File: src/design/dedf_pkg.sv
package dedf_pkg;

    typedef enum logic [3:0] {
        KIND_SIZE       = 4'd0,
        KIND_BOARD      = 4'd1,
        KIND_PATTERN    = 4'd2,
        KIND_CHANNEL    = 4'd3,
        KIND_COUNTER    = 4'd4,
        KIND_TIME_TAG   = 4'd5,
        KIND_OFFSET     = 4'd6,
        KIND_START_CELL = 4'd7,
        KIND_PAYLOAD    = 4'd8,
        KIND_IGNORED    = 4'd9
    } word_kind_t;

    // header_position value that marks the payload phase
    localparam logic [3:0] HDR_POS_PAYLOAD = 4'd8;

    localparam logic [3:0]  HDR_WORDS_WIDE   = 4'd8;
    localparam logic [3:0]  HDR_WORDS_NARROW = 4'd6;
    localparam logic [31:0] HDR_BYTES_WIDE   = 32'd32;
    localparam logic [31:0] HDR_BYTES_NARROW = 32'd24;

    // rollover period: 2^30 in wide mode, 2^31 in narrow mode
    localparam int ROLL_SHIFT_WIDE   = 30;
    localparam int ROLL_SHIFT_NARROW = 31;

endpackage

File: src/design/digitizer_event_deframer.sv
// Channel   | Direction | Handshake              | Payload
// ----------+-----------+------------------------+-----------------------------------------
// input     | in        | in_valid / in_ready    | stream_word
// output    | out       | out_valid / out_ready  | word_kind, word_value, first_sample,
//           |           |                        | second_sample, extended_tag,
//           |           |                        | last_of_event, sequence_break, size_error
// config    | in        | cfg_wr_en (no wait)    | cfg_wr_data -> wide_mode
//
// One word per clock unless the output stalls; words pass input, then result register.
// Deframing state and the time-tag extension update as a word moves from the input
// register to the result register; the tag path is two 64-bit adds and a compare.
// While the output stalls, the input register still takes one more word.
// rst_n clears all control state; wide_mode resets to narrow mode.
module digitizer_event_deframer
    import dedf_pkg::*;
(
    input  logic        clk,
    input  logic        rst_n,

    input  logic        cfg_wr_en,
    input  logic        cfg_wr_data,

    input  logic        in_valid,
    output logic        in_ready,
    input  logic [31:0] stream_word,

    output logic        out_valid,
    input  logic        out_ready,
    output logic [3:0]  word_kind,
    output logic [31:0] word_value,
    output logic [15:0] first_sample,
    output logic [15:0] second_sample,
    output logic [63:0] extended_tag,
    output logic        last_of_event,
    output logic        sequence_break,
    output logic        size_error
);

    logic        wide_mode_reg;

    logic        in_valid_reg;
    logic [31:0] word_reg;

    logic [3:0]  hdr_pos_reg,    hdr_pos_next;
    logic [29:0] payload_left_reg, payload_left_next;
    logic [31:0] roll_cnt_reg,   roll_cnt_next;
    logic [63:0] last_tag_reg,   last_tag_next;
    logic [31:0] prev_cnt_reg,   prev_cnt_next;
    logic        break_pend_reg, break_pend_next;
    logic        halted_reg,     halted_next;

    logic        out_valid_reg;
    word_kind_t  kind_reg,       kind_next;
    logic [31:0] value_reg;
    logic [15:0] first_reg,      first_next;
    logic [15:0] second_reg,     second_next;
    logic [63:0] tag_out_reg,    tag_out_next;
    logic        last_reg,       last_next;
    logic        seq_brk_reg,    seq_brk_next;
    logic        size_err_reg,   size_err_next;

    logic        in_take;
    logic        advance;

    logic [3:0]  hdr_words;
    logic [31:0] hdr_bytes;
    logic [63:0] roll_base;
    logic [63:0] roll_base_inc;
    logic [63:0] tag_plain;
    logic [63:0] tag_rolled;
    logic        counter_brk;
    logic [29:0] payload_dec;
    logic [31:0] size_diff;
    logic        end_event;

    assign advance  = in_valid_reg && (!out_valid_reg || out_ready);
    assign in_ready = !in_valid_reg || !out_valid_reg || out_ready;
    assign in_take  = in_valid && in_ready;

    assign hdr_words = wide_mode_reg ? HDR_WORDS_WIDE : HDR_WORDS_NARROW;
    assign hdr_bytes = wide_mode_reg ? HDR_BYTES_WIDE : HDR_BYTES_NARROW;

    // rollover_count * R and (rollover_count + 1) * R, both as shifts
    assign roll_base     = wide_mode_reg ? ({32'd0, roll_cnt_reg} << ROLL_SHIFT_WIDE)
                                         : ({32'd0, roll_cnt_reg} << ROLL_SHIFT_NARROW);
    assign roll_base_inc = wide_mode_reg ? ({31'd0, {1'b0, roll_cnt_reg} + 33'd1} << ROLL_SHIFT_WIDE)
                                         : ({31'd0, {1'b0, roll_cnt_reg} + 33'd1} << ROLL_SHIFT_NARROW);
    assign tag_plain  = {32'd0, word_reg} + roll_base;
    assign tag_rolled = {32'd0, word_reg} + roll_base_inc;

    // +1 is not wrapped: a previous count of all ones breaks on any counter
    assign counter_brk = (prev_cnt_reg != 32'd0) &&
                         ({1'b0, word_reg} != ({1'b0, prev_cnt_reg} + 33'd1));

    assign payload_dec = (payload_left_reg != 30'd0) ? payload_left_reg - 30'd1 : 30'd0;
    assign size_diff   = word_reg - hdr_bytes;

    always_comb
    begin
        hdr_pos_next      = hdr_pos_reg;
        payload_left_next = payload_left_reg;
        roll_cnt_next     = roll_cnt_reg;
        last_tag_next     = last_tag_reg;
        prev_cnt_next     = prev_cnt_reg;
        break_pend_next   = break_pend_reg;
        halted_next       = halted_reg;

        kind_next     = KIND_IGNORED;
        first_next    = 16'd0;
        second_next   = 16'd0;
        tag_out_next  = last_tag_reg;
        last_next     = 1'b0;
        seq_brk_next  = 1'b0;
        size_err_next = 1'b0;
        end_event     = 1'b0;

        if (halted_reg)
        begin
            kind_next = KIND_IGNORED;
        end
        else if (hdr_pos_reg == HDR_POS_PAYLOAD)
        begin
            kind_next = KIND_PAYLOAD;
            if (!wide_mode_reg)
            begin
                first_next  = word_reg[15:0];
                second_next = word_reg[31:16];
            end
            payload_left_next = payload_dec;
            end_event         = (payload_dec == 30'd0);
        end
        else
        begin
            kind_next = word_kind_t'(hdr_pos_reg);
            unique case (hdr_pos_reg)
                4'd0:
                begin
                    if (word_reg < hdr_bytes)
                    begin
                        size_err_next     = 1'b1;
                        payload_left_next = 30'd0;
                    end
                    else
                    begin
                        payload_left_next = size_diff[31:2];
                    end
                end
                4'd4:
                begin
                    if (counter_brk)
                    begin
                        seq_brk_next    = 1'b1;
                        break_pend_next = 1'b1;
                    end
                    else
                    begin
                        prev_cnt_next = word_reg;
                    end
                end
                4'd5:
                begin
                    if (tag_plain < last_tag_reg)
                    begin
                        roll_cnt_next = roll_cnt_reg + 32'd1;
                        last_tag_next = tag_rolled;
                        tag_out_next  = tag_rolled;
                    end
                    else
                    begin
                        last_tag_next = tag_plain;
                        tag_out_next  = tag_plain;
                    end
                end
                default:
                begin
                end
            endcase

            if ({1'b0, hdr_pos_reg} + 5'd1 >= {1'b0, hdr_words})
            begin
                if (payload_left_next == 30'd0)
                    end_event = 1'b1;
                else
                    hdr_pos_next = HDR_POS_PAYLOAD;
            end
            else
            begin
                hdr_pos_next = hdr_pos_reg + 4'd1;
            end
        end

        if (end_event)
        begin
            last_next    = 1'b1;
            hdr_pos_next = 4'd0;
            if (break_pend_next)
            begin
                halted_next     = 1'b1;
                break_pend_next = 1'b0;
            end
        end
    end

    always_ff @(posedge clk or negedge rst_n)
    begin
        if (!rst_n)
        begin
            wide_mode_reg    <= 1'b0;
            in_valid_reg     <= 1'b0;
            out_valid_reg    <= 1'b0;
            hdr_pos_reg      <= 4'd0;
            payload_left_reg <= 30'd0;
            roll_cnt_reg     <= 32'd0;
            last_tag_reg     <= 64'd0;
            prev_cnt_reg     <= 32'd0;
            break_pend_reg   <= 1'b0;
            halted_reg       <= 1'b0;
        end
        else
        begin
            if (cfg_wr_en)
                wide_mode_reg <= cfg_wr_data;

            if (in_take)
                in_valid_reg <= 1'b1;
            else if (advance)
                in_valid_reg <= 1'b0;

            if (advance)
                out_valid_reg <= 1'b1;
            else if (out_ready)
                out_valid_reg <= 1'b0;

            if (advance)
            begin
                hdr_pos_reg      <= hdr_pos_next;
                payload_left_reg <= payload_left_next;
                roll_cnt_reg     <= roll_cnt_next;
                last_tag_reg     <= last_tag_next;
                prev_cnt_reg     <= prev_cnt_next;
                break_pend_reg   <= break_pend_next;
                halted_reg       <= halted_next;
            end
        end
    end

    always_ff @(posedge clk)
    begin
        if (in_take)
            word_reg <= stream_word;
        if (advance)
        begin
            kind_reg     <= kind_next;
            value_reg    <= word_reg;
            first_reg    <= first_next;
            second_reg   <= second_next;
            tag_out_reg  <= tag_out_next;
            last_reg     <= last_next;
            seq_brk_reg  <= seq_brk_next;
            size_err_reg <= size_err_next;
        end
    end

    assign out_valid      = out_valid_reg;
    assign word_kind      = kind_reg;
    assign word_value     = value_reg;
    assign first_sample   = first_reg;
    assign second_sample  = second_reg;
    assign extended_tag   = tag_out_reg;
    assign last_of_event  = last_reg;
    assign sequence_break = seq_brk_reg;
    assign size_error     = size_err_reg;

    a_break_on_counter: assert property (@(posedge clk) disable iff (!rst_n)
        out_valid_reg && seq_brk_reg |-> kind_reg == KIND_COUNTER)
        else $error("sequence break flagged on a non-counter word");

    a_size_err_on_size: assert property (@(posedge clk) disable iff (!rst_n)
        out_valid_reg && size_err_reg |-> kind_reg == KIND_SIZE)
        else $error("size error flagged on a non-size word");

    a_halt_sticky: assert property (@(posedge clk) disable iff (!rst_n)
        halted_reg |=> halted_reg)
        else $error("halt released without reset");

    a_hdr_pos_range: assert property (@(posedge clk) disable iff (!rst_n)
        hdr_pos_reg <= HDR_POS_PAYLOAD)
        else $error("header position out of range");

    a_samples_on_payload: assert property (@(posedge clk) disable iff (!rst_n)
        out_valid_reg && (first_reg != 16'd0 || second_reg != 16'd0)
        |-> kind_reg == KIND_PAYLOAD)
        else $error("samples on a non-payload word");

endmodule

File: config.mk
export PLATFORM = sky130hd
export DESIGN_NAME = digitizer_event_deframer
export DESIGN_NICKNAME = d
export VERILOG_FILES = /design/src/design/dedf_pkg.sv /design/src/design/digitizer_event_deframer.sv
export SDC_FILE = /design/constraint.sdc
export NUM_CORES = 1
export LEC_CHECK = 0
export BUFFER_PORTS_ARGS = -buffer_cell sky130_fd_sc_hd__buf_2
export CAP_MARGIN = 10
export CORE_MARGIN = 4
export CORE_UTILIZATION = 62
export DETAILED_ROUTE_END_ITERATION = 7
export PLACE_DENSITY = 0.85
export RECOVER_POWER = 50
export REMOVE_ABC_BUFFERS = 1
export SLEW_MARGIN = 20
export SYNTH_ARGS = -nofsm -noshare
export SYNTH_HDL_FRONTEND = slang
export SYNTH_SLANG_ARGS = --single-unit
File: constraint.sdc
create_clock -name clk -period 10.1 [get_ports clk]
set_clock_uncertainty 0.05 [all_clocks]
set_input_delay 1.515 -clock clk [delete_from_list [all_inputs] [get_ports clk]]
set_output_delay 1.515 -clock clk [all_outputs]
set_load 0.02 [all_outputs]
[Word-level counts from Yosys, hierarchy flattened]
Cells that the tools add are included.
Cells by class
  add/sub/neg operators: 9
  eq/ne operators: 7
  muxes and demuxes: 36
  bitwise gates (word level): 5
  order comparisons: 3
  reduce and logical (&&, ||, !) cells: 24
Operators by type and width (count)
  64-bit 2-to-1 mux: 5
  30-bit 2-to-1 mux: 6
  32-bit by 1-bit adder with 33-bit output, second input constant: 2
  32-bit by 63-bit adder with 64-bit output: 1
  32-bit by 64-bit adder with 64-bit output: 1
  64-bit less-than comparator: 1
  63-bit 2-to-1 mux: 1
  30-bit zero test: 2
  32-bit by 33-bit inequality test with 1-bit output: 1
  32-bit by 1-bit adder with 32-bit output, second input constant: 1
  32-bit by 6-bit less-than comparator with 1-bit output: 1
  32-bit nonzero test: 1
  32-bit by 6-bit subtractor with 32-bit output: 1
  30-bit nonzero test: 1
  30-bit by 1-bit subtractor with 30-bit output, second input constant: 1
  4-bit 2-to-1 mux: 6
  1-bit 2-to-1 mux: 17
  5-bit AND reduction: 2
  3-bit OR reduction: 3
  4-bit by 3-bit == test with 1-bit output, second input constant: 2
  6-bit 2-to-1 mux: 1
  4-bit by 1-bit adder with 5-bit output, second input constant: 1
  5-bit by 4-bit greater-or-equal comparator with 1-bit output: 1
  1-bit NOT: 5
  other kinds (14): 20
Word-level totals
  bits of input ports: 38
  output and inout port bits: 137
  bits in registers: 334
  word-level logic and storage cells: 104

[Depth between registers and ports, before layout]
  depth after elaboration: 13
  mapped depth: 29
  gate-level depth less buffers: 20

[Worst setup path before layout]
No wires, ideal clock.
  path kind: register -> register
  start point: register wide_mode_reg
  end point: register tag_out_reg[58], in the netlist extended_tag[58] (data pin)
  buffers on the path: 9
  clock period less this slack: 7456 ps
  slack: 2644 ps
  arrival: 7141 ps
  stages on the path, launching flop included: 28
  data required time: 9785 ps
  library setup time: 265 ps
  cell sequence: dfrtp_1 -> buf_1 -> clkbuf_1 -> clkbuf_1 -> buf_1 -> clkbuf_1 -> clkbuf_1 -> mux2_2 -> ha_1 -> a21oi_1 -> or3_1 -> clkbuf_1 -> or3b_2 -> nor3_1 -> and3_1 -> nand2_1 -> o311a_1 -> ha_1 -> nand4_1 -> nor4bb_1 -> and4_1 -> a2111oi_0 -> and2_1 -> clkbuf_1 -> clkbuf_1 -> nor2_1 -> a22oi_1 -> o21ai_0
Between the ends
  cells in the longest elaborated chain, start to end: 7
  elaborated cells on any way between the ends: 9
  those cells by class: add/sub: 2; order compare: 1; mux: 6
RTL lines
  from (decl): line digitizer_event_deframer.sv:39  | logic wide_mode_reg;
  from (signal assigned): line digitizer_event_deframer.sv:222  | wide_mode_reg <= cfg_wr_data;
  63-bit 2-to-1 mux: line digitizer_event_deframer.sv:84  | assign roll_base = wide_mode_reg ? ({32'd0, roll_cnt_reg} << ROLL_SHIFT_WIDE)
  32-bit by 63-bit adder with 64-bit output: line digitizer_event_deframer.sv:88  | assign tag_plain = {32'd0, word_reg} + roll_base;
  64-bit less-than comparator: line digitizer_event_deframer.sv:162  | if (tag_plain < last_tag_reg)
  64-bit 2-to-1 mux (*): line digitizer_event_deframer.sv:162
  64-bit 2-to-1 mux (*): line digitizer_event_deframer.sv:135  | unique case (hdr_pos_reg)
  64-bit 2-to-1 mux (*)
  64-bit 2-to-1 mux (*): line digitizer_event_deframer.sv:117  | if (halted_reg)
  to (signal assigned): line digitizer_event_deframer.sv:257  | tag_out_reg <= tag_out_next;
  to (decl): line digitizer_event_deframer.sv:57  | logic [63:0] tag_out_reg, tag_out_next;
Every way passes the cells marked *; elsewhere a longest branch is shown, timed or not.
A chain may end at the register's enable or synchronous reset.

[Worst setup path in the final report]
  start point: register wide_mode_reg
  end point: register tag_out_reg[57], in the netlist extended_tag[57] (data pin)
The elaborated chain is that of the path after synthesis.

==> results.toml <==
[global_route]
grt_overflow_total = 0
grt_pass1_wl_mm = 107
grt_max_degree = 94
grt_pass1_vias = 19500
antenna_found_initial = 3
grt_usage_pct = 34.2

[logic_synthesis]
synth-seq-cells = 334
ys_types = 91
synth_cells = 2447
seq_area_frac_synth_pct = 41.6
synth_edf_count = 167
synth-async-reset-ratio_pct = 50.0
yosys.area.top_type = "edfxtp_1"
syn_area_um2 = 22100
yosysTopAreaCellShare_pct = 22.7
synth_warnings = 0
avgSynthCellArea_um2 = 9.04
synth_flop_cell = "edfxtp_1"
synth.area.top_cells = "edfxtp_1, dfrtp_1, o21ai_0"

[pwr]
leakagePower_nw = 9.44
power_frac_clock_pct = 39.5
intPower_mw = 2.52
switching_power_mw = 1.03
p_per_area_nw_per_um2 = 146
p_comb_share_pct = 15.2
pwr-share-seq_pct = 45.3
irDropWorstVdd_mv = 0.161
switching_share_pct = 29.1

[floorplan]
fp.dieW_um = 197
io_pins = 175
core_um2 = 34900
fp.dieArea_um2 = 38800
rows = 68
start_util_pct = 63.4
fp.dieH_um = 197

[drt]
wl_per_cell_um = 22.6
totalWireLength_mm = 67.8
drt_iter0_drc = 2129
vias = 20100
drt-pass1-iter-count = 8
avgViaCountPerCell = 6.71
antenna_left = 0
drc = 1

[clock_tree]
cts_tree = "built"
cts_resized = 0
cts_setup_buffers = 0
htreeDepth = 2
clock_latency_ps = 580
hold_buffers = 0
clockBufferDepth = 3
clkSlewWorstSetupHoldPaths_ps = 60
cts_sinks = 334
cts-root-buf = "clkbuf_16"
cts_buffers = 38

[cells_and_area]
final_cells = 2998
area_growth_pct = 9.66
final_layout_size_suffix_gt1_share_pct = 11.3
multi_input_area_um2 = 11900
fin_area_um2 = 24300
regArea_um2 = 9200
nets = 2632
fill_cells = 2709

[placed_design]
post-dp-hpwl_mm = 46.7
portBuffers = 174
place_area_um2 = 23100
dp_slack_ps = 3040
dp.cells = 2925
globalplace.congestion = 0.969

[worst_setup_path]
crit_path_cell_trace = "inv_2 -> clkbuf_1 -> nand2_1 -> a21oi_1 -> and2_1 -> nand3_1 -> nand3_1 -> o311a_1 -> ha_1 -> a21oi_1 -> o21ai_0 -> a21oi_1 -> o21ai_0 -> a2111oi_0 -> and2_1 -> buf_6 -> mux2i_1 -> o21ai_0"
cp.arrival_ps = 8270
path_buf_inv = 3
worstPathMaxFanout = 52
crit_path_end_kind = "flop"
cpMaxStageDelayCell = "clkbuf_1"
cpPeakStageDelay_ps = 2250
crit_family = "buffers and inverters"
cp-start-kind = "flop"
cp.required_ps = 10350
crit_type = "reg -> reg"

[sta]
slew_headroom_pct = -174
hold_slack_ps = 443
hold_viol_final = 0
clock.fmax_ghz = 0.125
worst_pin_slew_ps = 4110
slew_viol_final = 383
period_share_pct = 79.4
fin_crit_ps = 8020
fin_setup_tns_ps = 0
setup_viol = 0
setup_slack_ps = 2080
rsz0062_at_grt = "no"

[status]
violations = "design-rule violations, max-capacitance violations, max-slew violations"
outcome = "finished, violations left"

[worst_hold_path]
hold_class = "reg -> reg"

[flow_run]
maxCapViolations = 7
## final timing paths
kind	from	endpoint	slack, ps	depth (start not counted)
max in group asynchronous	rst_n	last_tag_reg[39]	3200	2
setup / recovery	wide_mode_reg	extended_tag[57]	2080	18
hold / removal	last_tag_reg[51]	last_tag_reg[51]	440	2
min in group asynchronous	rst_n	last_tag_reg[5]	1790	1
setup reg to reg	wide_mode_reg	extended_tag[57]	2080	18
hold reg to reg	last_tag_reg[51]	last_tag_reg[51]	440	2
## cells in the mapped netlist, drive strengths merged, types with 21 or more instances
master and instances:
xor2 85, nand4 50, inv 101, and3 27, o31ai 24, nand2 266
a21oi 99, o21ai 221, and2 55, mux2i 36, a211oi 21, or3 21
xnor2 88, nor2 137, nor3 96, nand3 75, or4 21, nor4 73
clkbuf 147, ha 80, buf 33, edfxtp 167, dfrtp 167, a31oi 24
mux2 36
## worst min-delay path: stages (launching register included)
cell and delay [ps]:
dfrtp_1 340, a21oi_1 60, o21ai_0 50
## kinds of logic after synthesis
kind of cell	after synthesis	share of synthesized area, %
flip-flops	334	41.6
multiplexers	72	3.46
AND/OR/NAND/NOR	927	21.9
buffers and inverters	282	4.93
XOR/XNOR	173	6.88
adder cells (fa/ha/maj)	83	4.80
AO/OA/AOI/OAI	576	16.5
## area by class of cell
cell class                      count  area share (%)
Sequential cell                   334            37.9
Tap cell                          455            2.35
Inverter                          102            1.58
Clock buffer                       47            4.14
Antenna cell                        2          0.0206
Clock inverter                     23            1.05
Multi-Input combinational cell   1831            48.8
Timing Repair Buffer              204            4.11
## routing by layer
metal  wire, um  track usage, %  share of wire (%)  up-vias
met5          8               0              0.012        -
met4       3910            18.6                5.8        2
met3       6230            6.03                9.2      281
met2      32300            56.1                 48     1201
met1      25400            43.4                 37     9537
li1           -               -                  -     9106
## power by group through the flow
stage               sequential, mW  combinational [mW]  clock (mW)
global route                  1.61               0.591        1.48
detailed placement            1.63               0.528           0
floorplan                     1.68               0.273           0
global placement              1.62               0.501           0
CTS                           1.60               0.538        1.42
finish                        1.61               0.540        1.40
## cells in the final DEF (no fill, tap or decap), drive strengths merged, types with 21 or more instances in the layout
master	instances
o21ai	221
a21oi	99
nor3	96
a211oi	21
and3	27
mux2	36
and2	55
nor4	73
a31oi	24
buf	146
nor2	137
xor2	85
nand3	75
edfxtp	167
or4	21
inv	102
or3	21
xnor2	88
dfrtp	167
mux2i	36
ha	80
nand2	266
o31ai	24
nand4	50
clkbuf	105
## per-stage QoR
step	util, %	total power, mW
after floorplan	-	1.95
after global placement	66.3	2.13
after detailed placement	66.3	2.16
after CTS	69.9	3.56
after global routing	69.6	3.68
final	69.6	3.55
(Power assumes the default switching activity.)
